===== config.mk =====
export PLATFORM = sky130hd
export DESIGN_NAME = kbp_ctrl
export DESIGN_NICKNAME = d
export VERILOG_FILES = /design/src/kbp_pkg.sv /design/src/kbp_ctrl.sv
export SDC_FILE = /design/constraint.sdc
export NUM_CORES = 1
export LEC_CHECK = 0
export ABC_AREA = 1
export BUFFER_PORTS_ARGS = -buffer_cell sky130_fd_sc_hd__buf_2
export CORE_AREA = 2 2 39 41
export CTS_BUF_LIST = sky130_fd_sc_hd__clkbuf_8
export CTS_CLUSTER_SIZE = 30
export DETAILED_ROUTE_END_ITERATION = 6
export DIE_AREA = 0 0 41 43
export GPL_ROUTABILITY_DRIVEN = 0
export SKIP_LAST_GASP = 1
export SYNTH_ARGS = -nofsm -noshare
export SYNTH_HDL_FRONTEND = slang
export SYNTH_SLANG_ARGS = --single-unit

===== constraint.sdc =====
create_clock -name clock -period 1.8 [get_ports clock]
set_clock_uncertainty 0.2 [all_clocks]
set_input_delay 0.36 -clock clock [delete_from_list [all_inputs] [get_ports clock]]
set_output_delay 0.36 -clock clock [all_outputs]
set_load 0.05 [all_outputs]

===== src/kbp_pkg.sv =====
// Shared types, constants and command codes of the keyed token bucket policer.
// No dependencies; every other file imports this package.
package kbp_pkg;

   localparam int TABLE_ENTRIES_DEF = 64;
   localparam int EVICT_SAMPLE_DEF  = 16;

   localparam int KEY_W      = 64;
   localparam int TOK_W      = 52;
   localparam int TIME_W     = 63;
   localparam int CNT_OUT_W  = 7;
   localparam int CSR_IDX_W  = 3;
   localparam int CSR_DATA_W = 32;
   localparam int MUL_A_W    = 30;
   localparam int MUL_B_W    = 20;
   localparam int ACC_W      = 72;

   // 60e9 units per token, split at bit 30 for the multiply-accumulate
   localparam logic [TOK_W-1:0]   UNITS_PER_TOKEN = 52'd60000000000;
   localparam logic [MUL_A_W-1:0] UNITS_LO        = 30'd944199680;
   localparam logic [MUL_A_W-1:0] UNITS_HI        = 30'd55;
   localparam logic [MUL_A_W-1:0] NS_IN_SECOND    = 30'd1000000000;

   localparam logic [1:0] CMD_IDENT   = 2'd0;
   localparam logic [1:0] CMD_ADDR    = 2'd1;
   localparam logic [1:0] CMD_CLEANUP = 2'd2;

   localparam logic [CSR_IDX_W-1:0] CSR_IDENT_CAP   = 3'd0;
   localparam logic [CSR_IDX_W-1:0] CSR_IDENT_RPM   = 3'd1;
   localparam logic [CSR_IDX_W-1:0] CSR_ADDR_CAP    = 3'd2;
   localparam logic [CSR_IDX_W-1:0] CSR_ADDR_RPM    = 3'd3;
   localparam logic [CSR_IDX_W-1:0] CSR_IDENT_LIMIT = 3'd4;
   localparam logic [CSR_IDX_W-1:0] CSR_ADDR_LIMIT  = 3'd5;
   localparam logic [CSR_IDX_W-1:0] CSR_IDLE_SEC    = 3'd6;

   typedef struct packed {
      logic [KEY_W-1:0]  key;
      logic [TOK_W-1:0]  tokens;
      logic [TIME_W-1:0] stamp;
   } kbp_entry_type;

   typedef enum logic [3:0] {
      DP_NOP,
      DP_LOAD,
      DP_MAC_FULL_LO,
      DP_MAC_FULL_HI,
      DP_SCAN,
      DP_DECIDE,
      DP_MAC_EL_LO,
      DP_MAC_EL_HI,
      DP_REFILL,
      DP_COMMIT,
      DP_MAC_SPAN_LO,
      DP_MAC_SPAN_HI,
      DP_CUTOFF,
      DP_SWEEP,
      DP_RESULT
   } dp_op_type;

   typedef struct packed {
      dp_op_type op;
      logic      scan_clr;
   } kbp_cmd_type;

   typedef struct packed {
      logic is_check;
      logic is_cleanup;
      logic scan_done;
      logic span_ok;
      logic rsp_free;
   } kbp_status_type;

endpackage


===== src/kbp_ctrl.sv =====
// Controller state machine: sequences the datapath through check and cleanup.
// Depends on kbp_pkg.
module kbp_ctrl (
   input  logic                    clock,
   input  logic                    reset,
   input  logic                    req_valid,
   output logic                    req_ready,
   input  kbp_pkg::kbp_status_type status,
   output kbp_pkg::kbp_cmd_type    dp_cmd
);
   import kbp_pkg::*;

   typedef enum logic [3:0] {
      ST_IDLE,
      ST_DISPATCH,
      ST_FULL_LO,
      ST_FULL_HI,
      ST_SCAN,
      ST_DECIDE,
      ST_EL_LO,
      ST_EL_HI,
      ST_REFILL,
      ST_COMMIT,
      ST_SPAN_LO,
      ST_SPAN_HI,
      ST_CUTOFF,
      ST_SPAN_CHK,
      ST_SWEEP,
      ST_RESULT
   } state_type;

   state_type state_ff, state_in;

   always_comb begin
      state_in        = state_ff;
      dp_cmd.op       = DP_NOP;
      dp_cmd.scan_clr = 1'b0;
      case (state_ff)
         ST_IDLE: begin
            if (req_valid) begin
               dp_cmd.op       = DP_LOAD;
               dp_cmd.scan_clr = 1'b1;
               state_in        = ST_DISPATCH;
            end
         end
         ST_DISPATCH: begin
            if (status.is_check) begin
               state_in = ST_FULL_LO;
            end else if (status.is_cleanup) begin
               state_in = ST_SPAN_LO;
            end else begin
               state_in = ST_RESULT;
            end
         end
         ST_FULL_LO: begin dp_cmd.op = DP_MAC_FULL_LO; state_in = ST_FULL_HI; end
         ST_FULL_HI: begin dp_cmd.op = DP_MAC_FULL_HI; state_in = ST_SCAN; end
         ST_SCAN: begin
            dp_cmd.op = DP_SCAN;
            if (status.scan_done) begin
               state_in = ST_DECIDE;
            end
         end
         ST_DECIDE: begin dp_cmd.op = DP_DECIDE; state_in = ST_EL_LO; end
         ST_EL_LO:  begin dp_cmd.op = DP_MAC_EL_LO; state_in = ST_EL_HI; end
         ST_EL_HI:  begin dp_cmd.op = DP_MAC_EL_HI; state_in = ST_REFILL; end
         ST_REFILL: begin dp_cmd.op = DP_REFILL; state_in = ST_COMMIT; end
         ST_COMMIT: begin dp_cmd.op = DP_COMMIT; state_in = ST_RESULT; end
         ST_SPAN_LO: begin dp_cmd.op = DP_MAC_SPAN_LO; state_in = ST_SPAN_HI; end
         ST_SPAN_HI: begin dp_cmd.op = DP_MAC_SPAN_HI; state_in = ST_CUTOFF; end
         ST_CUTOFF: begin
            dp_cmd.op       = DP_CUTOFF;
            dp_cmd.scan_clr = 1'b1;
            state_in        = ST_SPAN_CHK;
         end
         ST_SPAN_CHK: begin
            state_in = status.span_ok ? ST_SWEEP : ST_RESULT;
         end
         ST_SWEEP: begin
            dp_cmd.op = DP_SWEEP;
            if (status.scan_done) begin
               state_in = ST_RESULT;
            end
         end
         ST_RESULT: begin
            if (status.rsp_free) begin
               dp_cmd.op = DP_RESULT;
               state_in  = ST_IDLE;
            end
         end
         default: state_in = ST_IDLE;
      endcase
   end

   always_ff @(posedge clock) begin
      if (reset) begin
         state_ff <= ST_IDLE;
      end else begin
         state_ff <= state_in;
      end
   end

   assign req_ready = (state_ff == ST_IDLE);

endmodule


==> results.py, run 1 <==
metrics = {
    "critical_path": {
        "worstPathCellList": "nor2_4, inv_2, o21ai_4, nand2_2, o21ai_2, nand2_4, buf_6",
        "r2r_start": "state_ff[1]$_SDFFE_PP0P_",
        "critPathBufInv": 2,
        "crit_end": "dp_cmd[1]",
        "r2r_end": "state_ff[3]$_SDFFE_PP0P_",
        "cp_max_fo": 3,
        "critPathSlowestCell": "dfxtp_2",
        "crit_arrival_ns": 1.26,
        "ff2ff_setup_slack_ns": 0.25,
        "cp-end-kind": "output pin",
        "crit_path_max_incr_delay_ns": 0.34,
        "crit_family": "flip-flops",
        "reg2reg_depth": 8,
        "start_kind": "register",
        "criticalPathCategory": "reg2out",
        "cp_data_required_time_ns": 1.24,
        "crit_cells": 7,
        "crit_start": "state_ff[2]$_SDFFE_PP0P_",
    },
    "sta": {
        "max_slew.worst_pin.slew_ns": 0.247,
        "fin_crit_sh_pct": 101,
        "whs_ns": 0.121,
        "setup_violations": 1,
        "rsz0062_at_grt": "yes",
        "max_freq_ghz": 0.550,
        "hold_violations": 0,
        "min_period_ns": 1.82,
        "setup_tns_ns": -0.0190,
        "fin_ws_ns": -0.0190,
        "slew_headroom_pct": 83.6,
        "slew_viol_final": 0,
    },
    "job": {
        "maxCapViolations": 0,
    },
    "synthesis": {
        "async_flop_share_pct": 0,
        "avgSynthCellArea_sq_um": 5.42,
        "synth.most_common_cell": "nand2_1",
        "yosys-top-cells-area": "nand2_1 (22%), dfxtp_1 (16%), nor2_1 (11%), inv_1 (7.6%), o21ai_0 (6.1%)",
        "yosysWarningCount": 0,
        "synth-edff-count": 0,
        "synth_nets": 99,
        "yosys-top-cells-count": "nand2_1 (29), nor2_1 (15), inv_1 (10)",
        "synth.top_cell.area_share_pct": 22.1,
        "ys_seq_area_share_pct": 16.2,
        "synth_top_cell_by_area": "nand2_1",
        "syn_inst": 91,
        "yosysUniqueCellTypes": 19,
        "synthFlopType": "dfxtp_1",
        "synth-seq-cells": 4,
        "syn_area_sq_um": 493,
    },
    "die": {
        "start_util_pct": 35.6,
        "die_w_um": 41,
        "num_rows": 14,
        "fp.dieH_um": 43,
        "dieArea_sq_um": 1760,
        "ios": 14,
        "core-area_sq_um": 1380,
    },
    "cts": {
        "hold_buffers": 0,
        "cts.clk_slew.worst_paths_ns": 0.03,
        "cts.sinks": 4,
        "cts_root_buffer": "clkbuf_8",
        "cts_buffer_depth": 2,
        "cts_buffers": 3,
        "cts_max_level": 1,
        "tritoncts": "yes",
        "clk-insertion-delay-late_ns": 0.22,
    },
    "detailed_routing": {
        "wl_per_cell_um": 10.6,
        "viasPerCell": 4.78,
        "drc": 0,
        "wirelength_um": 1400,
        "drt_iter0_markers": 13,
        "via_count": 631,
        "firstDrtPassIters": 4,
        "antenna_left": 0,
    },
    "grt": {
        "grt_usage_pct": 16.4,
        "antenna_found_initial": 0,
        "grt-ovfl-total": 0,
        "grt_pass1_wl_um": 1970,
        "grt_pass1_vias": 473,
        "globalRouteMet1Util_pct": 22.5,
        "use_met2_pct": 24.4,
        "met3_usage_pct": 0,
        "gr-max-usage-layer": "met2",
        "grt_max_degree": 7,
    },
    "outcome": {
        "violations": "negative setup slack",
        "status": "complete, but fails checks",
    },
    "placed_design": {
        "dp_hpwl_um": 1050,
        "io_buffer_count": 13,
    },
    "layout": {
        "area_delta_synth_final_pct": 60.9,
        "nNetsFinal": 126,
        "largest_register": "state_ff",
        "reg.largest.list": "state_ff (4)",
        "drive_gt1_share_pct": 45.7,
        "largest_register_ffs": 4,
        "diodes": 0,
    },
    "worst_hold_path": {
        "hp-class": "in2reg",
    },
}
-- cells in the final DEF, fill, tap and decap left out --
master / Yosys / layout
inv_1: 10 / 7
clkbuf_8: 0 / 3
a21oi_1: 3 / 3
nand3b_1: 2 / 2
o21ai_1: 1 / 1
o21ai_0: 6 / 3
buf_4: 0 / 13
o21ai_4: 0 / 2
nand2_1: 29 / 26
dfxtp_4: 0 / 3
dfxtp_2: 0 / 1
inv_4: 0 / 1
and2_1: 1 / 1
nand2_2: 4 / 4
nand2_4: 1 / 4
inv_2: 2 / 4
nand4_1: 2 / 2
nand3_1: 5 / 5
a22oi_2: 0 / 1
nor2_4: 1 / 5
buf_6: 1 / 3
o21ai_2: 0 / 1
buf_2: 0 / 8
nor2_1: 15 / 13
-- how the worst min path moves through the flow --
| stage | from | endpoint | slack (ns) | depth (start not counted) |
|---|---|---|---|---|
| floorplan | reset | state_ff[2]$_SDFFE_PP0P_ | 0.23 | 1 |
| global placement | reset | state_ff[2]$_SDFFE_PP0P_ | 0.35 | 2 |
| detailed placement | reset | state_ff[2]$_SDFFE_PP0P_ | 0.35 | 2 |
| CTS | reset | state_ff[2]$_SDFFE_PP0P_ | 0.12 | 2 |
| global route | reset | state_ff[2]$_SDFFE_PP0P_ | 0.13 | 2 |
| finish | reset | state_ff[2]$_SDFFE_PP0P_ | 0.12 | 2 |
-- logic make-up after synthesis --
family	Yosys count	share of synthesized area, %
and+or+nand+nor	62	57.6
DFF	4	16.2
AOI/OAI and AO/OA	11	11.7
buffers and inverters	14	14.5
-- routing by layer --
metal	share of wire (%)	wire length, um	up-vias
met4	1.8	25	0
met2	51	720	12
met1	44	620	283
met5	0	0	-
met3	2.4	33	2
li1	-	-	334
-- what timing repair did --
item                       in CTS  in global routing
resized for setup              19                  8
pin swaps                       1                  9
setup buffers                   0                  3
setup endpoints to repair       5                  4
-- metrics by stage --
step / utilization (%) / std cells / instance area, sq um / setup WS, ns
after floorplan: - / 91 / 539 / 0.00382
after global placement: 47.6 / 126 / 658 / 0.0603
after detailed placement: 47.6 / 126 / 658 / 0.0147
after CTS: 54.0 / 129 / 747 / -0.0261
after global routing: 57.3 / 132 / 793 / -0.0575
final: 57.3 / 132 / 793 / -0.0190
-- worst reg2reg max path, stage by stage (launching register included) --
cell and delay [ns]:
dfxtp_4 0.39, nor2_4 0.05, buf_4 0.12, buf_4 0.14, nand3b_1 0.09, nand2_2 0.08
nor2_1 0.20, nand2_1 0.08, a21oi_1 0.12
-- layout make-up --
type,instances,area [sq um]
fillers,129,591
multi-input cells,73,420
repair buffers,24,171
flip-flops and latches,4,92.6
inverters,12,47.5
clock buffers,3,41.3
well taps,16,20.0
Power of run 1 is not shown: default switching activity piles up to over one toggle a cycle in this logic, so the estimate is an artifact.
==> run 2: changes to the inputs <==
--- a/config.mk
+++ b/config.mk
@@ -13,6 +13,7 @@
 export DETAILED_ROUTE_END_ITERATION = 6
 export DIE_AREA = 0 0 41 43
 export GPL_ROUTABILITY_DRIVEN = 0
+export PLACE_DENSITY = 0.68
 export SKIP_LAST_GASP = 1
 export SYNTH_ARGS = -nofsm -noshare
 export SYNTH_HDL_FRONTEND = slang
==> results.py, run 2 (synthesis gave the netlist of run 1 again) <==
metrics = {
    "sta": {
        "min_period_ns": 1.83,
        "setup_tns_ns": -0.0439,
        "fin_crit_sh_pct": 102,
        "max_freq_ghz": 0.545,
        "hold_violations": 0,
        "setup_violations": 3,
        "slew_viol_final": 0,
        "rsz0062_at_grt": "yes",
        "fin_ws_ns": -0.0334,
        "slew_headroom_pct": 81.9,
        "max_slew.worst_pin.slew_ns": 0.271,
    },
    "critical_path": {
        "crit_path_max_incr_delay_ns": 0.33,
        "cp_data_required_time_ns": 1.24,
        "start_kind": "register",
        "crit_arrival_ns": 1.27,
        "cp-end-kind": "output pin",
        "cp_max_fo": 3,
        "worstPathCellList": "nor2_4, inv_2, o21ai_2, nand2_1, o21ai_2, nand2_4, buf_8",
        "crit_path_frequent_cell": "o21ai_2",
        "critPathSlowestCell": "dfxtp_2",
        "criticalPathCategory": "reg2out",
    },
    "detailed_routing": {
        "wirelength_um": 1460,
        "antenna_left": 0,
        "firstDrtPassIters": 4,
        "via_count": 644,
        "drt_iter0_markers": 13,
        "viasPerCell": 4.88,
        "drc": 0,
        "wl_per_cell_um": 11.0,
    },
    "layout": {
        "multi_input_area_sq_um": 405,
        "largest_register_ffs": 4,
        "layout_common_cells": "nand2_1 (27), nor2_1 (13), buf_4 (13), inv_1 (8), buf_2 (8)",
        "diodes": 0,
        "largest_register": "state_ff",
        "final_common_cell": "nand2_1",
        "reg.largest.list": "state_ff (4)",
        "fillers": 142,
        "nNetsFinal": 126,
        "drive_gt1_share_pct": 44.0,
        "area_delta_synth_final_pct": 57.9,
        "ff_latch_area_sq_um": 87.6,
        "utilization_pct": 56.2,
    },
    "die": {
        "die_w_um": 41,
        "core-area_sq_um": 1380,
        "num_rows": 14,
        "fp.dieH_um": 43,
        "dieArea_sq_um": 1760,
        "ios": 14,
        "start_util_pct": 35.6,
    },
    "grt": {
        "grt-ovfl-total": 0,
        "grt_pass1_vias": 580,
        "antenna_found_initial": 0,
        "grt_pass1_wl_um": 2300,
        "grt_usage_pct": 19.5,
        "grt_max_degree": 8,
    },
    "outcome": {
        "violations": "negative setup slack",
        "status": "complete, but fails checks",
    },
    "cts": {
        "tritoncts": "yes",
        "cts.sinks": 4,
        "cts_buffers": 3,
        "cts_max_level": 1,
        "cts_root_buffer": "clkbuf_8",
        "cts_buffer_depth": 2,
        "cts.clk_slew.worst_paths_ns": 0.03,
        "hold_buffers": 0,
        "clk-insertion-delay-late_ns": 0.21,
    },
    "job": {
        "maxCapViolations": 0,
    },
    "worst_hold_path": {
        "hp-class": "in2reg",
    },
    "placed_design": {
        "dp_hpwl_um": 1090,
        "post-place-ws_ns": 0.0504,
        "io_buffer_count": 13,
    },
}
[run 2: cell counts in the layout (fill, tap and decap cells not counted)]
Identical to the previous run, type by type.
[run 2: per-layer routing]
layer / vias up / part of all wire, % / global-route usage (%)
met3: 2 / 2.9 / 6.28
li1: 335 / - / -
met4: 0 / 0.96 / 8.00
met2: 15 / 57 / 33.1
met5: - / 0 / 0
met1: 292 / 39 / 20.6
[run 2: final timing paths]
kind,slack [ns],cells after the start,from,to
worst max-delay path,-0.03,7,state_ff[2]$_SDFFE_PP0P_,dp_cmd[1]
worst max register to register,0.25,8,state_ff[3]$_SDFFE_PP0P_,state_ff[2]$_SDFFE_PP0P_
worst min-delay path,0.13,2,reset,state_ff[3]$_SDFFE_PP0P_
worst min register to register,0.35,2,state_ff[1]$_SDFFE_PP0P_,state_ff[3]$_SDFFE_PP0P_
[run 2: per-stage QoR]
stage / instance area, sq um / hold slack, ns / instances
6_report: 778 / 0.127 / 132
5_1_grt: 778 / 0.135 / 132
4_1_cts: 742 / 0.127 / 131
3_5_place_dp: 658 / 0.353 / 126
3_3_place_gp: 658 / 0.352 / 126
2_1_floorplan: 539 / 0.229 / 91
[run 2: timing repair]
action	in CTS	in global routing
setup buffers	2	1
resized for setup	13	10
pin swaps	1	3
setup endpoints to repair	5	5
[run 2: cell type report]
type	instances	share of cell area, %
multi-input cells	73	52.1
repair buffers	24	23.0
clock buffers	3	5.31
inverters	12	5.79
flip-flops and latches	4	11.3
well taps	16	2.57
[run 2: worst max-delay path: cells and delay by family, from the launching register on]
kind | cells | cell delay [ns]
AOI/OAI and AO/OA | 2 | 0.25
buffers and inverters | 2 | 0.21
DFF | 1 | 0.33
and+or+nand+nor | 3 | 0.26
Power of run 2 is left out for the same reason.
==> run 3: changes to the inputs <==
--- a/config.mk
+++ b/config.mk
@@ -13,7 +13,7 @@
 export DETAILED_ROUTE_END_ITERATION = 6
 export DIE_AREA = 0 0 41 43
 export GPL_ROUTABILITY_DRIVEN = 0
-export PLACE_DENSITY = 0.68
+export PLACE_DENSITY = 0.58
 export SKIP_LAST_GASP = 1
 export SYNTH_ARGS = -nofsm -noshare
 export SYNTH_HDL_FRONTEND = slang
==> results.py, run 3 (synthesis gave the netlist of run 1 again) <==
metrics = {
    "sta": {
        "rsz0062_at_grt": "yes",
        "slew_headroom_pct": 83.6,
        "slew_viol_final": 0,
        "max_slew.worst_pin.slew_ns": 0.248,
        "fin_crit_sh_pct": 103,
        "max_freq_ghz": 0.537,
        "setup_tns_ns": -0.0626,
        "min_period_ns": 1.86,
        "fin_ws_ns": -0.0626,
        "hold_violations": 0,
        "setup_violations": 1,
    },
    "critical_path": {
        "crit_arrival_ns": 1.30,
        "critPathBufInv": 3,
        "crit_cells": 7,
        "worstPathCellList": "nor2_4, inv_2, o21ai_2, buf_4, o21ai_4, nand2_4, buf_8",
        "crit_path_max_incr_delay_ns": 0.33,
        "start_kind": "register",
        "r2r_end": "state_ff[0]$_SDFFE_PP0P_",
        "cp_max_fo": 3,
        "crit_family": "buffers and inverters",
        "critPathSlowestCell": "dfxtp_2",
        "cp_data_required_time_ns": 1.24,
        "reg2reg_depth": 9,
        "cp-end-kind": "output pin",
        "r2r_start": "state_ff[2]$_SDFFE_PP0P_",
        "ff2ff_setup_slack_ns": 0.26,
        "criticalPathCategory": "reg2out",
    },
    "detailed_routing": {
        "antenna_left": 0,
        "drc": 0,
        "firstDrtPassIters": 4,
        "drt_iter0_markers": 9,
        "via_count": 634,
        "wirelength_um": 1430,
        "viasPerCell": 4.77,
        "wl_per_cell_um": 10.8,
    },
    "layout": {
        "reg.largest.list": "state_ff (4)",
        "utilization_pct": 57.1,
        "largest_register": "state_ff",
        "largest_register_ffs": 4,
        "area_delta_synth_final_pct": 60.4,
        "diodes": 0,
        "drive_gt1_share_pct": 45.3,
        "final_area_sq_um": 791,
        "final_common_cell": "nand2_1",
        "fillers": 135,
        "nNetsFinal": 127,
        "layout_common_cells": "nand2_1 (26), buf_4 (15), nor2_1 (13), inv_1 (8), buf_2 (8)",
    },
    "cts": {
        "cts_buffer_depth": 2,
        "cts.sinks": 4,
        "hold_buffers": 0,
        "tritoncts": "yes",
        "cts.clk_slew.worst_paths_ns": 0.03,
        "cts_buffers": 3,
        "cts_max_level": 1,
        "clk-insertion-delay-late_ns": 0.21,
        "cts_root_buffer": "clkbuf_8",
    },
    "grt": {
        "grt_usage_pct": 19.4,
        "grt-ovfl-total": 0,
        "grt_pass1_vias": 589,
        "grt_pass1_wl_um": 2360,
        "antenna_found_initial": 0,
        "grt_max_degree": 8,
    },
    "die": {
        "core-area_sq_um": 1380,
        "start_util_pct": 35.6,
        "fp.dieH_um": 43,
        "num_rows": 14,
        "ios": 14,
        "die_w_um": 41,
        "dieArea_sq_um": 1760,
    },
    "worst_hold_path": {
        "holdCritStartpoint": "reset",
        "whs_path_depth": 2,
        "hp-class": "in2reg",
        "hold_end": "state_ff[3]$_SDFFE_PP0P_",
    },
    "outcome": {
        "status": "complete, but fails checks",
        "violations": "negative setup slack",
    },
    "job": {
        "maxCapViolations": 0,
    },
    "placed_design": {
        "dp_hpwl_um": 1100,
        "place_area_sq_um": 673,
        "io_buffer_count": 13,
    },
}
-- run 3: cell types whose count changed in the layout (fill, tap and decap cells not counted), sizes merged --
| cell | previous run | this run |
|---|---|---|
| buf | 24 | 25 |
-- run 3: worst max-delay path by stage --
stage / start / to / slack, ns
2_1_floorplan: state_ff[1]$_SDFFE_PP0P_ / dp_cmd[0] / 0.004
3_3_place_gp: state_ff[3]$_SDFFE_PP0P_ / dp_cmd[1] / 0.06
3_5_place_dp: state_ff[1]$_SDFFE_PP0P_ / dp_cmd[1] / 0.03
4_1_cts: state_ff[3]$_SDFFE_PP0P_ / dp_cmd[1] / -0.03
5_1_grt: state_ff[2]$_SDFFE_PP0P_ / dp_cmd[1] / -0.11
6_report: state_ff[2]$_SDFFE_PP0P_ / dp_cmd[1] / -0.06
-- run 3: repair_timing --
action | CTS | global route
gates resized for setup | 13 | 11
pin swaps | 0 | 3
setup endpoints to repair | 5 | 5
buffers inserted | 0 | 2
-- run 3: stage by stage --
step	setup WS, ns	cells	hold slack [ns]
after global routing	-0.110	133	0.142
after detailed placement	0.0253	128	0.361
after CTS	-0.0316	131	0.131
final	-0.0626	133	0.131
after global placement	0.0588	128	0.352
after floorplan	0.00382	91	0.229
-- run 3: cell type report --
cell class,count,area [sq um],share of cell area (%)
Timing Repair Buffer,25,179,22.6
Inverter,12,45.0,5.70
Sequential cell,4,90.1,11.4
Multi-Input combinational cell,73,415,52.5
Clock buffer,3,41.3,5.22
Tap cell,16,20.0,2.53
-- run 3: metal layers --
| metal | vias to the layer above | routed length, um | GRT usage, % |
|---|---|---|---|
| met3 | 0 | 57 | 3.14 |
| li1 | 335 | - | - |
| met4 | 0 | 0 | 6.00 |
| met1 | 289 | 611 | 24.0 |
| met2 | 10 | 761 | 32.2 |
| met5 | - | 0 | 0 |
Power of run 3 is left out for the same reason.
